`src/vtlm_pkg.sv`:
```
// Shared constants and register indexes for the video timing and layer mixer.
package vtlm_pkg;

	localparam int unsigned COLOR_W = 12;
	localparam int unsigned COORD_W = 8;
	localparam int unsigned CFG_IDX_W = 3;
	localparam int unsigned CFG_DATA_W = 12;

	localparam logic [COORD_W-1:0] VISIBLE_WIDTH = 8'd160;
	localparam logic [COORD_W-1:0] VISIBLE_LINES = 8'd152;
	localparam logic [COORD_W-1:0] LINE_TICKS = 8'd171;
	localparam logic [COORD_W-1:0] LAST_LINE_RESET = 8'd198;

	localparam logic [COLOR_W-1:0] NEGATE_MASK = 12'h007;

	localparam logic [CFG_IDX_W-1:0] REG_COLOR_MODEL = 3'd0;
	localparam logic [CFG_IDX_W-1:0] REG_BACKGROUND_ENABLE = 3'd1;
	localparam logic [CFG_IDX_W-1:0] REG_BACKGROUND_COLOR = 3'd2;
	localparam logic [CFG_IDX_W-1:0] REG_NEGATE_SCREEN = 3'd3;
	localparam logic [CFG_IDX_W-1:0] REG_LAST_LINE = 3'd4;
	localparam logic [CFG_IDX_W-1:0] REG_HBLANK_IRQ_MASK = 3'd5;
	localparam logic [CFG_IDX_W-1:0] REG_VBLANK_IRQ_MASK = 3'd6;

	localparam logic [1:0] SPRITE_PRIO_LOW = 2'd1;
	localparam logic [1:0] SPRITE_PRIO_MID = 2'd2;
	localparam logic [1:0] SPRITE_PRIO_HIGH = 2'd3;

endpackage

```
`src/video_timing_and_layer_mixer.sv`:
```
// Top level: video timing counters, blank flags, interrupt levels and layer priority mixer.
//
// Each transaction on the input channel is one pixel-clock tick and yields exactly one
// transaction on the output channel. A tick is registered once, in the result
// register: the counter update and the priority mux sit between the tick inputs and that
// register, so one tick is taken every cycle as long as the output side keeps up; a
// stalled result holds the input side only while the result register is full and not taken.
// Lines are 171 ticks, the visible area is 160 by 152, and the frame wraps after the
// last_line register. Write configuration only while no tick is in flight.
module video_timing_and_layer_mixer (
	input  logic                                 clk,
	input  logic                                 arst_n,
	input  logic                                 cfg_we,
	input  logic [vtlm_pkg::CFG_IDX_W-1:0]       cfg_index,
	input  logic [vtlm_pkg::CFG_DATA_W-1:0]      cfg_data,
	input  logic                                 in_valid,
	output logic                                 in_stall,
	input  logic                                 plane_a_valid,
	input  logic                                 plane_a_prio,
	input  logic [vtlm_pkg::COLOR_W-1:0]         plane_a_color,
	input  logic                                 plane_b_valid,
	input  logic                                 plane_b_prio,
	input  logic [vtlm_pkg::COLOR_W-1:0]         plane_b_color,
	input  logic                                 sprite_valid,
	input  logic [1:0]                           sprite_prio,
	input  logic [vtlm_pkg::COLOR_W-1:0]         sprite_color,
	input  logic                                 window_valid,
	input  logic [vtlm_pkg::COLOR_W-1:0]         window_color,
	output logic                                 out_valid,
	input  logic                                 out_stall,
	output logic                                 pixel_valid,
	output logic [vtlm_pkg::COLOR_W-1:0]         pixel_color,
	output logic [vtlm_pkg::COORD_W-1:0]         pixel_x,
	output logic [vtlm_pkg::COORD_W-1:0]         pixel_y,
	output logic                                 hblank_out,
	output logic                                 vblank_out,
	output logic                                 timer_line,
	output logic                                 vblank_irq_line,
	output logic                                 line_end,
	output logic                                 frame_end
);

	logic                            color_model_q;
	logic                            background_enable_q;
	logic [vtlm_pkg::COLOR_W-1:0]    background_color_q;
	logic                            negate_screen_q;
	logic [vtlm_pkg::COORD_W-1:0]    last_line_q;
	logic                            hblank_irq_mask_q;
	logic                            vblank_irq_mask_q;

	logic [vtlm_pkg::COORD_W-1:0]    hcount_q;
	logic [vtlm_pkg::COORD_W-1:0]    vcount_q;
	logic                            hblank_q;
	logic                            vblank_q;
	logic                            timer_level_q;
	logic                            int_level_q;

	logic                            out_valid_q;
	logic                            pixel_valid_q;
	logic [vtlm_pkg::COLOR_W-1:0]    pixel_color_q;
	logic [vtlm_pkg::COORD_W-1:0]    pixel_x_q;
	logic [vtlm_pkg::COORD_W-1:0]    pixel_y_q;
	logic                            line_end_q;
	logic                            frame_end_q;

	logic                            accept;
	logic                            visible;
	logic [vtlm_pkg::COLOR_W-1:0]    mix_color;
	logic [vtlm_pkg::COORD_W-1:0]    hcount_inc;
	logic [vtlm_pkg::COORD_W-1:0]    vcount_inc;
	logic [vtlm_pkg::COORD_W:0]      vcount_plus2;
	logic [vtlm_pkg::COORD_W-1:0]    hcount_d;
	logic [vtlm_pkg::COORD_W-1:0]    vcount_d;
	logic                            hblank_d;
	logic                            vblank_d;
	logic                            timer_level_d;
	logic                            int_level_d;
	logic                            line_end_d;
	logic                            frame_end_d;

	assign in_stall = out_valid_q & out_stall;
	assign accept = in_valid & ~in_stall;

	always_ff @(posedge clk or negedge arst_n) begin
		if (!arst_n) begin
			color_model_q <= 1'b0;
			background_enable_q <= 1'b0;
			background_color_q <= '0;
			negate_screen_q <= 1'b0;
			last_line_q <= vtlm_pkg::LAST_LINE_RESET;
			hblank_irq_mask_q <= 1'b0;
			vblank_irq_mask_q <= 1'b0;
		end else if (cfg_we) begin
			case (cfg_index)
				vtlm_pkg::REG_COLOR_MODEL: color_model_q <= cfg_data[0];
				vtlm_pkg::REG_BACKGROUND_ENABLE: background_enable_q <= cfg_data[0];
				vtlm_pkg::REG_BACKGROUND_COLOR: background_color_q <= cfg_data;
				vtlm_pkg::REG_NEGATE_SCREEN: negate_screen_q <= cfg_data[0];
				vtlm_pkg::REG_LAST_LINE: last_line_q <= cfg_data[vtlm_pkg::COORD_W-1:0];
				vtlm_pkg::REG_HBLANK_IRQ_MASK: hblank_irq_mask_q <= cfg_data[0];
				vtlm_pkg::REG_VBLANK_IRQ_MASK: vblank_irq_mask_q <= cfg_data[0];
				default: ;
			endcase
		end
	end

	assign visible = (vcount_q < vtlm_pkg::VISIBLE_LINES) && (hcount_q < vtlm_pkg::VISIBLE_WIDTH);

	always_comb begin
		mix_color = '0;
		if (color_model_q && background_enable_q) mix_color = background_color_q;
		if (sprite_valid && sprite_prio == vtlm_pkg::SPRITE_PRIO_LOW) mix_color = sprite_color;
		if (plane_a_valid && !plane_a_prio) mix_color = plane_a_color;
		if (plane_b_valid && !plane_b_prio) mix_color = plane_b_color;
		if (sprite_valid && sprite_prio == vtlm_pkg::SPRITE_PRIO_MID) mix_color = sprite_color;
		if (plane_a_valid && plane_a_prio) mix_color = plane_a_color;
		if (plane_b_valid && plane_b_prio) mix_color = plane_b_color;
		if (sprite_valid && sprite_prio == vtlm_pkg::SPRITE_PRIO_HIGH) mix_color = sprite_color;
		if (window_valid) mix_color = window_color;
		if (!color_model_q && negate_screen_q) mix_color = mix_color ^ vtlm_pkg::NEGATE_MASK;
		if (!visible) mix_color = '0;
	end

	assign hcount_inc = hcount_q + 8'd1;
	assign vcount_inc = vcount_q + 8'd1;
	assign vcount_plus2 = {1'b0, vcount_q} + 9'd2;

	always_comb begin
		hcount_d = hcount_inc;
		vcount_d = vcount_q;
		hblank_d = hblank_q;
		vblank_d = vblank_q;
		timer_level_d = timer_level_q;
		int_level_d = int_level_q;
		line_end_d = 1'b0;
		frame_end_d = 1'b0;
		if (hcount_inc == vtlm_pkg::VISIBLE_WIDTH && vcount_q < vtlm_pkg::VISIBLE_LINES &&
				vcount_plus2 <= {1'b0, vtlm_pkg::VISIBLE_LINES}) begin
			hblank_d = 1'b1;
			timer_level_d = ~hblank_irq_mask_q;
		end
		if (hcount_inc >= vtlm_pkg::LINE_TICKS) begin
			line_end_d = 1'b1;
			hcount_d = '0;
			hblank_d = 1'b0;
			timer_level_d = 1'b1;
			vcount_d = vcount_inc;
			if (vcount_inc == vtlm_pkg::VISIBLE_LINES) begin
				vblank_d = 1'b1;
				int_level_d = ~vblank_irq_mask_q;
				frame_end_d = 1'b1;
			end
			if (vcount_inc == last_line_q) begin
				hblank_d = 1'b1;
				timer_level_d = ~hblank_irq_mask_q;
			end
			if (vcount_inc > last_line_q) begin
				vcount_d = '0;
				vblank_d = 1'b0;
				int_level_d = 1'b1;
			end
		end
	end

	always_ff @(posedge clk or negedge arst_n) begin
		if (!arst_n) begin
			hcount_q <= '0;
			vcount_q <= '0;
			hblank_q <= 1'b0;
			vblank_q <= 1'b0;
			timer_level_q <= 1'b1;
			int_level_q <= 1'b1;
			out_valid_q <= 1'b0;
		end else begin
			if (accept) begin
				hcount_q <= hcount_d;
				vcount_q <= vcount_d;
				hblank_q <= hblank_d;
				vblank_q <= vblank_d;
				timer_level_q <= timer_level_d;
				int_level_q <= int_level_d;
				out_valid_q <= 1'b1;
			end else if (!out_stall) begin
				out_valid_q <= 1'b0;
			end
		end
	end

	always_ff @(posedge clk) begin
		if (accept) begin
			pixel_valid_q <= visible;
			pixel_color_q <= mix_color;
			pixel_x_q <= hcount_q;
			pixel_y_q <= vcount_q;
			line_end_q <= line_end_d;
			frame_end_q <= frame_end_d;
		end
	end

	assign out_valid = out_valid_q;
	assign pixel_valid = pixel_valid_q;
	assign pixel_color = pixel_color_q;
	assign pixel_x = pixel_x_q;
	assign pixel_y = pixel_y_q;
	assign hblank_out = hblank_q;
	assign vblank_out = vblank_q;
	assign timer_line = timer_level_q;
	assign vblank_irq_line = int_level_q;
	assign line_end = line_end_q;
	assign frame_end = frame_end_q;

	a_hcount_range: assert property (@(posedge clk) disable iff (!arst_n)
		hcount_q < vtlm_pkg::LINE_TICKS)
		else $error("hcount left the line");

	a_visible_area: assert property (@(posedge clk) disable iff (!arst_n)
		out_valid_q && pixel_valid_q |->
			pixel_x_q < vtlm_pkg::VISIBLE_WIDTH && pixel_y_q < vtlm_pkg::VISIBLE_LINES)
		else $error("visible pixel outside the active area");

	a_blank_color: assert property (@(posedge clk) disable iff (!arst_n)
		out_valid_q && !pixel_valid_q |-> pixel_color_q == '0)
		else $error("blank tick carries a color");

	a_line_end_pos: assert property (@(posedge clk) disable iff (!arst_n)
		out_valid_q && line_end_q |-> pixel_x_q == vtlm_pkg::LINE_TICKS - 8'd1)
		else $error("line ended at the wrong tick");

	a_frame_end: assert property (@(posedge clk) disable iff (!arst_n)
		out_valid_q && frame_end_q |->
			line_end_q && pixel_y_q == vtlm_pkg::VISIBLE_LINES - 8'd1)
		else $error("frame end off the last visible line");

endmodule

```
`config.mk`:
```
export PLATFORM = sky130hd
export DESIGN_NAME = video_timing_and_layer_mixer
export DESIGN_NICKNAME = d
export VERILOG_FILES = /design/src/vtlm_pkg.sv /design/src/video_timing_and_layer_mixer.sv
export SDC_FILE = /design/constraint.sdc
export NUM_CORES = 1
export LEC_CHECK = 0
export ABC_AREA = 1
export BUFFER_PORTS_ARGS = -buffer_cell sky130_fd_sc_hd__buf_2
export CAP_MARGIN = 10
export CORE_MARGIN = 4
export CORE_UTILIZATION = 53
export DETAILED_ROUTE_END_ITERATION = 6
export PLACE_DENSITY_LB_ADDON = 0.15
export SYNTH_ARGS = -nofsm -noshare
export SYNTH_HDL_FRONTEND = slang
export SYNTH_SLANG_ARGS = --single-unit
```
`constraint.sdc`:
```
create_clock -name clk -period 4.4 [get_ports clk]
set_clock_uncertainty 0.05 [all_clocks]
set_input_delay 0.22 -clock clk [delete_from_list [all_inputs] [get_ports clk]]
set_output_delay 0.22 -clock clk [all_outputs]
set_load 0.05 [all_outputs]
```
# ---- Word level (Yosys, flattened, before mapping)
# Cells that the tools add are included.
dict set report word_totals {
  register_bits 77
  inputBits 76
  out_inout_bits 37
}
dict set report op_classes {
  addsub 3
  n_lt_le_gt_ge 5
  eq_ne 13
  muxes 26
  n_bitwise 6
  reduce_logical 28
}
# cell n
set ops {}
lappend ops {{2-to-1 mux 12 bit} 9}
lappend ops {{AND reduction 2 bit} 9}
lappend ops {{adder 8 x 1 -> 8 bit (second input constant)} 2}
lappend ops {{== test 8 bit (second input constant)} 2}
lappend ops {{less-than comparator 8 bit (second input constant)} 2}
lappend ops {{2-to-1 mux 8 bit} 2}
lappend ops {{2-to-1 mux 1 bit} 14}
lappend ops {{logical AND 1 bit} 12}
lappend ops {{adder 8 x 2 -> 9 bit (second input constant)} 1}
lappend ops {{== test 3 bit (second input constant)} 3}
lappend ops {{less-or-equal comparator 9 x 8 -> 1 bit (second input constant)} 1}
lappend ops {{== test 8 bit} 1}
lappend ops {{>= comparator 8 bit (second input constant)} 1}
lappend ops {{> comparator 8 bit} 1}
lappend ops {{== test 3 x 2 -> 1 bit (second input constant)} 2}
lappend ops {{== test 2 bit (second input constant)} 2}
lappend ops {{nonzero test 2 bit} 2}
lappend ops {{== test 3 x 1 -> 1 bit (second input constant)} 1}
lappend ops {{zero test 1 bit} 3}
lappend ops {{zero test 3 bit} 1}
lappend ops {{2-to-1 mux 3 bit} 1}
lappend ops {{inverter 1 bit} 3}
lappend ops {{inverter 3 bit} 1}
lappend ops {{AND reduction 3 bit} 1}
lappend ops {{other kinds (3)} 4}

# ---- Longest topological paths before layout
dict set report logic_depth {
  word_depth 12
  ltp_mapped 16
  mapped_depth_nobuf 16
}

# ---- Least setup slack after synthesis
# Ideal clock, no wire load.
dict set report synth_path {
  path_type {reg2reg}
  from {reg out_valid_q (netlist: out_valid)}
  to {reg frame_end_q (netlist: frame_end), enable pin}
  setup_time_ns 0.406
  t_arrival_ns 2.357
  t_required_ns 3.944
  slack_ns 1.587
  stages_incl_launch_ff 5
  n_path_buf 1
  synth_period_minus_slack_ns 2.813
  cell_sequence {dfrtp_1 > nand2_1 > inv_1 > nor2_2 > clkbuf_1}
}
dict set report synth_via {
  elab_chain_cells 3
}
# element line_no
set synth_rtl {}
lappend synth_rtl {{start, declared} video_timing_and_layer_mixer.sv:58} ;# logic out_valid_q;
lappend synth_rtl {{start signal, assigned} video_timing_and_layer_mixer.sv:173} ;# out_valid_q <= 1'b0;
lappend synth_rtl {{start signal, assigned} video_timing_and_layer_mixer.sv:182} ;# out_valid_q <= 1'b1;
lappend synth_rtl {{start signal, assigned} video_timing_and_layer_mixer.sv:184} ;# out_valid_q <= 1'b0;
lappend synth_rtl {{bitwise AND 1 bit} video_timing_and_layer_mixer.sv:81} ;# assign in_stall = out_valid_q & out_stall;
lappend synth_rtl {{via in_stall} video_timing_and_layer_mixer.sv:17} ;# output logic in_stall,
lappend synth_rtl {{inverter 1 bit} video_timing_and_layer_mixer.sv:82} ;# assign accept = in_valid & ~in_stall;
lappend synth_rtl {{bitwise AND 1 bit} video_timing_and_layer_mixer.sv:82}
lappend synth_rtl {{via accept} video_timing_and_layer_mixer.sv:66} ;# logic accept;
lappend synth_rtl {{end signal, assigned} video_timing_and_layer_mixer.sv:196} ;# frame_end_q <= frame_end_d;
lappend synth_rtl {{end, declared} video_timing_and_layer_mixer.sv:64} ;# logic frame_end_q;
# The timed path passes the listed nets, and every way through them passes these cells.
# A chain may end at the register's enable or synchronous reset.

# ---- Final worst setup path
dict set report layout_path {
  from {reg vcount_q[1] in the netlist's numbering}
  to {reg vcount_q[3] in the netlist's numbering}
}
dict set report layout_via {
  elab_chain_cells 3
}
# element line_no
set layout_rtl {}
lappend layout_rtl {{start, declared} video_timing_and_layer_mixer.sv:52} ;# logic [vtlm_pkg::COORD_W-1:0] vcount_q;
lappend layout_rtl {{start signal, assigned} video_timing_and_layer_mixer.sv:177} ;# vcount_q <= vcount_d;
lappend layout_rtl {{adder 8 x 1 -> 8 bit (*)} video_timing_and_layer_mixer.sv:125} ;# assign vcount_inc = vcount_q + 8'd1;
lappend layout_rtl {{> comparator 8 bit} video_timing_and_layer_mixer.sv:157} ;# if (vcount_inc > last_line_q) begin
lappend layout_rtl {{2-to-1 mux 8 bit (*)} video_timing_and_layer_mixer.sv:157}
# Every way passes the cells marked *; elsewhere a longest branch is shown, timed or not.

==> summary.md <==
| Metric | Value |
|---|---|
| Outcome | `finished, violations left` |
| Failing checks | `hold timing` |
| Ys Warns | `0` |
| Row count | `34` |
| Average cell area after synthesis | `7.39 um2` |
| Ports | `~110` |
| Hold slack final | `-32.7 ps` |
| Critical Path RT | `4620 ps` |
| Synth Flop Type | `dfrtp_1` |
| Pin count of the biggest net entering global routing | `47` |
| Final Hold Fails | `21` |
| Final Non-Filler Cells | `around 860` |
| Reg2reg setup slack | `around 2000 ps` |
| Min Tclk post-route | `roughly 2400 ps` |
| Post-Syn Area | `~4700 um2` |
| Syn Inst Count | `approximately 640` |
| Share of cells above drive strength 1 | `0.216` |
| Flop pwr share | `0.427` |
| Clock Sinks | `77` |
| Register bit total from synthesis | `77` |
| Post-synth EDFFs | `31` |
| Worst-path clk slew | `about 90 ps` |
| RSZ-0062 raised after global routing | `no` |
| Root Buffer | `clkbuf_8` |
| CTS max path bufs | `2` |
| DRT iter0 DRCs | `267` |
| Routed Antenna Nets | `0` |
| Placed Cells | `841` |
| Seq/Total Area, Yosys | `0.441` |
| Area delta synth->final | `17.2%` |
| Total number of vias | `roughly 4500` |
| Max Cap Viol | `0` |
| CP startpoint kind | `register` |
| Post-synth top area cell | `dfrtp_1` |
| DRC viols | `0` |
| Final setup fails | `0` |
| Static leakage | `about 2.9 nW` |
| Fmax | `~0.42 GHz` |
| Max VDD drop | `~0.28 mV` |
| Setup total negative slack | `0 ps` |
| R2R depth | `15` |
| Die area | `10500 um2` |
| Die height | `103 um` |
| GPL Wtd Cong | `around 0.94` |
| Fill cells | `between 700 and 800` |
| Power, Total | `between 0.002 and 0.0025 W` |
| DP HPWL | `around 9000 um` |
| CTS tree | `built` |
| Clock buffer count from CTS | `9` |
| RR Startpoint | `vcount_q[1]` |
| Reg2reg end | `vcount_q[3]` |
| Worst-Skew Late Latency | `around 360 ps` |
| Vias/cell | `between 5 and 6` |
| Crit end category | `register` |
| Initial antenna violation count | `2` |
| Post-synthesis cell type count | `36` |
| Worst EP arrival | `between 2000 and 3000 ps` |
| GR Overflow Total | `0` |
| Combinational cell fraction of total power | `0.352` |
| Clk pwr share | `0.221` |
| IO Port Bufs | `112` |
| Fin crit share | `0.544` |
| WL per Instance | `roughly 14 um` |
| Asr flop ratio synth | `0.597` |
| Horiz. Die Dim | `103 um` |
| Number of global-route vias before repair | `roughly 4100` |
| Routed Wire Length | `around 12000 um` |
| Most common cell in the netlist | `nand2_1` |
| Worst Tran Pin Value | `just over 1000 ps` |
| # resized after CTS | `0` |
| Max-slew violation count | `0` |
| Commonest cells post-synth | `nand2_1, inv_1, o21ai_0` |
| Synth top area share | `0.211` |
| Core box area | `between 8000 and 9000 um2` |
| Pint | `0.00145 W` |
| Initial core utilization | `0.543` |
| PD cells | `approximately 430 nW/um2` |
| Net Switching | `approximately 0.00097 W` |
| HP Class | `primary input to asynchronous set/reset pin` |
| Mapped Nets | `roughly 730` |
| Relative slew slack | `0.319` |
| Detailed Routing Iterations Pass 1 | `6` |
| WS Path Type | `register to register` |
| Layout net count | `between 800 and 900` |
| Synth top area cells | `dfrtp_1, edfxtp_1, nand2_1` |
| Htree depth | `3` |
| Tot GR Track Use | `0.237` |
| # hold bufs at CTS | `0` |
| Post-CTS Setup Bufs | `0` |
| First-pass GRT wire length | `about 20000 um` |
| Net Sw Frac | `0.400` |
| Worst-path fanout max | `9` |
==> registers in the layout, indices dropped and copies added (netlist names) <==
name / flops
vblank_irq_mask_q: 1
frame_end: 1
color_model_q: 1
pixel_x: 8
negate_screen_q: 1
vblank_out: 1
hblank_out: 1
hcount_q: 8
vblank_irq_line: 1
pixel_valid: 1
last_line_q: 8
vcount_q: 8
timer_line: 1
line_end: 1
hblank_irq_mask_q: 1
background_enable_q: 1
pixel_color: 12
pixel_y: 8
out_valid: 1
background_color_q: 12
==> power by group through the flow <==
| stage | Clock [W] | Sequential [W] | Combinational, W |
|---|---|---|---|
| after floorplan | 0 | 0.00120 | 0.000456 |
| after global placement | 0 | 0.00104 | 0.000824 |
| after detailed placement | 0 | 0.00105 | 0.000847 |
| after CTS | 0.000542 | 0.00103 | 0.000850 |
| after global routing | 0.000568 | 0.00105 | 0.000960 |
| final | 0.000534 | 0.00103 | 0.000849 |
==> metal layers <==
metal  vias to the layer above  GRT usage  wire length, um
li1                       2269          -                -
met5                         -          0               12
met1                      2012      0.337             5340
met3                        19     0.0474             1040
met4                         2     0.0838              221
met2                       179      0.361             5450
==> cells in the final DEF (no fill, tap or decap), types with 2 or more instances in the layout <==
cell type and instances:
nor2_1 50, dfstp_2 6, a31oi_1 4, buf_2 112, nor3_1 2, mux2_2 4, nand2_2 4, nand3_1 53
xor2_1 5, buf_4 2, nand3_2 2, nand4_1 4, nor2_2 2, nand2_1 164, clkbuf_8 9, edfxtp_1 31
or2_2 8, nor2_4 2, dfrtp_1 40, inv_1 97, ha_1 11, o21ai_0 71, clkinv_1 2, a21oi_1 40
o21bai_1 6
==> logic make-up (layout without fill, tap and decap cells) <==
family / count (synthesis) / count (layout) / synth area share
DFF: 77 / 77 / 0.441
adders and majority gates: 11 / 11 / 0.0290
AOI/OAI and AO/OA: 128 / 128 / 0.145
muxes: 4 / 4 / 0.00950
buffers and inverters: 121 / 229 / 0.0974
xor gates and xnor gates: 6 / 6 / 0.0127
and+or+nand+nor: 294 / 294 / 0.265
other: 0 / 1 / 0
==> cell type report <==
cell class | count | area [um2] | area share
well taps | 108 | 135 | 0.0243
multi-input cells | 443 | 2190 | 0.395
clock buffers | 10 | 128 | 0.0230
inverters | 99 | 372 | 0.0669
clock inverters | 6 | 61.3 | 0.0110
flip-flops and latches | 77 | 2090 | 0.376
repair buffers | 114 | 576 | 0.104
diodes | 1 | 2.50 | 0.000450
==> stage by stage <==
step                      utilization  instance area (um2)  hold WS [ps]  worst slack [ps]
after floorplan                     -                 4740          -126              1590
after global placement          0.615                 5370           387              1990
after detailed placement        0.615                 5370           394              1990
after CTS                       0.637                 5550          4.95              2010
after global routing            0.637                 5560          39.3              1670
final                           0.637                 5560         -32.7              2010
==> worst max path at each step <==
| stage | from | to | slack (ps) | cells past startpoint |
|---|---|---|---|---|
| global placement | plane_a_prio | pixel_color[2] | 1990 | 13 |
| CTS | vcount_q[1] | vcount_q[3] | 2010 | 15 |
| finish | vcount_q[1] | vcount_q[3] | 2010 | 15 |
| global route | vcount_q[1] | vcount_q[3] | 1670 | 15 |
| floorplan | out_valid | frame_end | 1590 | 4 |
| detailed placement | plane_a_valid | pixel_color[2] | 1990 | 14 |
==> worst max-delay path, cell delays in order (launching register included) <==
cell     delay (ps)
dfrtp_1         420
ha_1            220
nand2_1         100
inv_1            60
nand2_1          80
nor2_1           60
xor2_1          170
ha_1            290
nand2_1          50
inv_1            40
nand2_1          70
nor3_2          220
inv_1           110
nand2_2         180
nand3_1          80
o21ai_0          90
Note: power is estimated with default switching activity, not from simulation.
